**src/rtl/core/rpp_ram.sv**
```systemverilog
`default_nettype none

module rpp_ram #(
  parameter int WIDTH = 8,
  parameter int DEPTH = 16,
  localparam int AW = (DEPTH > 1) ? $clog2(DEPTH) : 1
) (
  input  logic             clk,
  input  logic             we,
  input  logic [AW-1:0]    waddr,
  input  logic [WIDTH-1:0] wdata,
  input  logic             re,
  input  logic [AW-1:0]    raddr,
  output logic [WIDTH-1:0] rdata
);

  logic [WIDTH-1:0] mem [DEPTH];

  // Registered read returns the old contents on a same-address write
  always_ff @(posedge clk) begin
    if (we) begin
      mem[waddr] <= wdata;
    end
    if (re) begin
      rdata <= mem[raddr];
    end
  end

endmodule

`default_nettype wire

```
**config.mk**
```make
export PLATFORM = sky130hd
export DESIGN_NAME = rpp_ram
export DESIGN_NICKNAME = d
export VERILOG_FILES = /design/src/rtl/core/rpp_ram.sv
export SDC_FILE = /design/constraint.sdc
export NUM_CORES = 1
export LEC_CHECK = 0
export BUFFER_PORTS_ARGS = -buffer_cell sky130_fd_sc_hd__buf_4
export CORE_UTILIZATION = 24
export CTS_BUF_LIST = sky130_fd_sc_hd__clkbuf_2 sky130_fd_sc_hd__clkbuf_4 sky130_fd_sc_hd__clkbuf_8
export CTS_CLUSTER_DIAMETER = 200
export DETAILED_ROUTE_END_ITERATION = 8
export GPL_TIMING_DRIVEN = 0
export PLACE_DENSITY = 0.49
export SLEW_MARGIN = 15
export SYNTH_ARGS = -nofsm -noshare
export SYNTH_HDL_FRONTEND = slang
export SYNTH_SLANG_ARGS = --single-unit
```
**constraint.sdc**
```tcl
create_clock -name clk -period 3.9 [get_ports clk]
set_input_delay 0.39 -clock clk [delete_from_list [all_inputs] [get_ports clk]]
set_output_delay 0.39 -clock clk [all_outputs]
set_load 0.005 [all_outputs]
```
==> run metrics, run 1 <==
hold depth 1; Synth Cell Area between 5000 and 6000 um2; Clock power frac 0.384; Setup violations, final 0; CTS HTree Levels 4; CTS clk-pin slew, worst paths approximately 0.07 ns; Ys Warns 0; pwr dens 479 nW/um2; WL/cell 19.1 um; CTS hold repair buffers 0; Row Count 53; Crit. End Element flip-flop; Cell Area, Placed 5780 um2; largest net degree at the start of global routing 17; Crit. path cell count 3; post-synth top area share 0.781; Slew headroom 0.428; critical path startpoint category flip-flop; Detail Placement HPWL approximately 7.0 mm; initial DRC count 255; Final Instance Area 6170 um2; antenna violations before repair 0; fin util 0.291; Antenna Nets Post-Route 0; most common cell after layout, fill and taps aside edfxtp_1; Seq/Total Area, Yosys 0.781; Root Buffer clkbuf_8; Data required, critical path 4.06 ns; Fill cells 2091; most frequent cells in the layout edfxtp_1, buf_4, mux4_2; drc violations 0; cells on worst reg2reg path 3; highest-delay cell along the critical path mux4_1; Yosys reg bits 136; worst-margin pin slew 0.855 ns; crit-path cells mux4_1, a22oi_1, nand2_1; Final min period 1.72 ns; CP delay by family, top multiplexers; postcts setup bufs 0; CP bufs+invs 0; internal power 2.36 mW; leakage 1.98 nW; Syn Area/Cell 22.8 um2; Sink Count 136; Slew Viols, Final 0; Max IR drop VDD ~210 uV; Cell variety after synth 18; Clock Latency Late Sink 0.43 ns; Max Freq approximately 0.58 GHz; RD Place Congestion about 0.76; vias in the first global route between 2000 and 2500; layout cells sized above 1 0.301; Nets 292; Global Route Usage Sum 0.103; drt total wl 10.7 mm; TritonCTS clock tree built; die width between 100 and 150 um; top post-synthesis cells by area edfxtp_1, mux4_2, mux4_1, a22oi_1, nor2_1; Initial Util 0.246; combinational power share 0.057; syn_nets 248; Area Growth Syn to Fin 18.0%; # diodes 0; TNS Setup 0 ns; crit path kind reg2reg; IO buf count 25; first-pass GRT wire length 15.6 mm; CP arrival 1.88 ns; post-CTS resize count 0; final hold viol count 0; hold crit path type in2reg; Max Cap Violations 0; Ports 27; Core ar. about 21000 um2; area leader, netlist edfxtp_1; Reg power frac 0.559; worst-path maximum fanout 1; CP peak stage delay 0.56 ns; CTS Buf Count 17; switching part of the total 0.202; status completed; die footprint approximately 22000 um2; CTS max path bufs 2; Mapped Cells 229; RSZ-0062 raised after global routing no; fin crit share 0.441; Die Height around 150 um; routed via count approximately 2400; DR vias/cell 4.29; Layout Skew around 0.0069 ns; first drt pass iteration count 4; global route overflow 0; sw power 598 uW
through the flow:
| step | hold WS [ns] | power (mW) | cells | worst slack (ns) |
|---|---|---|---|---|
| global route | 0.224 | 3.06 | 561 | 2.14 |
| detailed placement | 0.672 | 1.86 | 529 | 1.75 |
| finish | 0.235 | 2.95 | 561 | 2.18 |
| global placement | 0.667 | 1.85 | 529 | 1.40 |
| CTS | 0.216 | 2.98 | 561 | 2.17 |
| floorplan | 0.489 | 1.77 | 229 | 2.02 |
metal layers:
layer	track usage	routed length, um
met1	0.139	4990
met2	0.158	5040
met4	0.0321	133
met3	0.0326	578
met5	0	0
flip-flops by register name, indices dropped and copies added (netlist names):
register	count
mem	128
rdata	8
cell type report:
| cell class | instances | area, um2 | area share |
|---|---|---|---|
| buffer | 10 | 86.3 | 0.0140 |
| clock buffer | 20 | 256 | 0.0416 |
| clock inverter | 12 | 133 | 0.0215 |
| multi-input combinational | 83 | 1080 | 0.175 |
| sequential | 136 | 4080 | 0.662 |
| tap | 275 | 344 | 0.0558 |
| timing repair buffer | 25 | 188 | 0.0304 |
path summary, 6_finish.rpt:
path | to | slack, ns | startpoint
max | rdata[3] | 2.18 | mem[1][3]
min | rdata[0] | 0.23 | re
max reg2reg | rdata[3] | 2.18 | mem[1][3]
min reg2reg | rdata[1] | 0.75 | mem[14][1]
kinds of logic after synthesis:
logic type             after synthesis  synth area share
AOI/OAI and AO/OA                   16            0.0230
buffers and inverters               10            0.0165
DFF                                136             0.781
muxes                               32             0.148
and+or+nand+nor                     35            0.0314
synthesized netlist by cell type:
library cell       n
mux4_1            14
nor2_1            13
buf_2              3
clkdlybuf4s25_2    3
nand3_1            1
a22oi_1           16
nor3_1             4
buf_6              3
nand2_1            9
nand2b_1           2
edfxtp_1         136
and2b_1            1
or3b_2             1
nor2b_1            1
and2_1             1
nand3b_1           2
buf_4              1
mux4_2            18
worst reg2reg max path, cell delays in order, from the launching register on:
cell	delay, ns
edfxtp_1	0.36
mux4_1	0.56
a22oi_1	0.38
nand2_1	0.14
power by group through the flow:
stage | sequential (mW) | clock [mW] | combinational (mW)
final | 1.65 | 1.13 | 0.169
after CTS | 1.65 | 1.16 | 0.173
after detailed placement | 1.68 | 0 | 0.173
after global routing | 1.65 | 1.22 | 0.183
after floorplan | 1.68 | 0 | 0.0831
after global placement | 1.68 | 0 | 0.168
(Power assumes the default switching activity.)
==> run 2, diff against run 1 <==
Clock period 3.9 ns to 1.7 ns, I/O delays scaled along.
==> run 2 against run 1 <==
Non-clock buffer count grew 1. Final cell count grew 0.18%. Clock skew shrank 0.00090 ns. Worst setup slack lost 2.2 ns. Clock-buffer cell count is the same. Flip-flop and latch count is the same. Die area is the same. Worst hold slack lost 0.16 ns. Final area grew 0.32%. Critical path depth is the same. Largest power group unchanged. Highest routed layer unchanged.
==> run metrics, run 2 (synthesis results as in run 1) <==
Root Buffer clkbuf_8; postcts setup bufs 0; fin crit share 0.992; Layout Skew 0.00604 ns; Area Growth Syn to Fin 18.4%; worst hold endpoint mem[6][6]; hold path start wdata[6]; Data required, critical path 1.85 ns; hold depth 1; Slew headroom 0.436; DR vias/cell ~4.3; drt total wl 10.7 mm; Sink Count approximately 140; leakage 1.99 nW; Inst Count DP 529; Clock Latency Late Sink 0.43 ns; TritonCTS clock tree built; final hold viol count 0; Antenna Nets Post-Route 0; CTS Buf Count 17; r2r startpoint mem[0][0]; Nets 293; CTS HTree Levels 4; Max Cap Violations 0; Core ar. approximately 21000 um2; initial DRC count 273; RSZ-0062 raised after global routing no; Initial Util 0.246; Detail Placement HPWL 7.00 mm; Row Count 53; Crit. End Element flip-flop; fin util 0.292; highest-delay cell along the critical path mux4_1; cells on worst reg2reg path 3; global route overflow 0; most frequent cells in the layout edfxtp_1, buf_4, mux4_2; RD Place Congestion 0.757; CTS clk-pin slew, worst paths approximately 0.07 ns; CP peak stage delay 0.51 ns; pwr dens around 1100 nW/um2; reg-to-reg endpoint rdata[0]; worst-path maximum fanout 1; Global Route Usage Sum 0.103; status completed; critical path startpoint category flip-flop; largest reg by FF count mem; Largest register FFs between 100 and 150; vias in the first global route around 2500; most common cell after layout, fill and taps aside edfxtp_1; CP arrival 1.84 ns; hold crit path type in2reg; die footprint 22400 um2; antenna violations before repair 0; CTS max path bufs 2; IO buf count 25; layout cells sized above 1 0.307; drc violations 0; Final Non-Filler Cells 562; Final min period 1.69 ns; first-pass GRT wire length 15.6 mm; crit path kind reg2reg; Max IR drop VDD 475 uV; biggest regs mem (128), rdata (8); WL/cell between 15 and 20 um; Ports 27; Setup violations, final 0; routed via count 2407; largest net degree at the start of global routing 17; Max Freq 0.593 GHz; Die Height around 150 um; first drt pass iteration count 4; # diodes 0; die width roughly 150 um; reg2reg setup slack 0.01 ns; Slew Viols, Final 0; worst-margin pin slew 0.843 ns; crit-path cells mux4_1, a22oi_1, nand2_1
run 2: changes by cell type in the layout (fill, tap and decap cells not counted), sizes merged:
cell / before / now
dlygate4sd3: 0 / 1
run 2: report_power, final:
group          switching (mW)  internal (mW)  leakage (nW)
Sequential             0.0152           3.78          1.24
Combinational           0.225          0.169         0.548
Clock                    1.13           1.47         0.200
run 2: timing repair:
item                                   in CTS  in global routing
endpoints found under the hold margin       8                  0
gates cloned                                0                  0
setup endpoints to repair                   1                  1
resized for setup                           1                  1
pin swaps                                   0                  0
hold buffers                                1                  0
run 2: critical path, delay by kind of cell (launching register included):
| family | cells | cell delay, ns |
|---|---|---|
| multiplexers | 1 | 0.51 |
| AO/OA/AOI/OAI | 1 | 0.36 |
| flip-flops | 1 | 0.37 |
| AND/OR/NAND/NOR | 1 | 0.17 |
run 2: how the worst max path moves through the flow:
stage          cells after the start   endpoint      start
3_3_place_gp                       3  mem[0][3]   waddr[2]
3_5_place_dp                       3  mem[2][3]   waddr[2]
4_1_cts                            3   rdata[0]  mem[0][0]
6_report                           3   rdata[0]  mem[0][0]
5_1_grt                            3   rdata[0]  mem[0][0]
2_1_floorplan                      2  mem[0][0]   waddr[2]
run 2: area by class of cell:
cell class                      count  area [um2]
Buffer                             10        86.3
Clock buffer                       20         256
Clock inverter                     12         133
Fill cell                        2087       15000
Multi-Input combinational cell     83        1090
Sequential cell                   136        4080
Tap cell                          275         344
Timing Repair Buffer               26         198
run 2: stage by stage:
stage	total power [mW]	instance area, um2	worst slack (ns)	hold slack [ns]	TNS (ns)
2_1_floorplan	4.05	5230	0.0371	0.269	0
6_report	6.78	6190	0.0135	0.0738	0
4_1_cts	6.84	6180	0.0467	0.0565	0
3_5_place_dp	4.26	5780	-0.229	0.452	-6.33
5_1_grt	7.01	6190	0.0114	0.0527	0
3_3_place_gp	4.25	5760	-0.581	0.447	-16.13
run 2: routing by layer:
layer	global-route usage	vias up	part of all wire
li1	-	1065	-
met1	0.138	1269	0.46
met2	0.159	59	0.47
met3	0.0326	14	0.050
met4	0.0321	0	0.013
met5	0	-	0
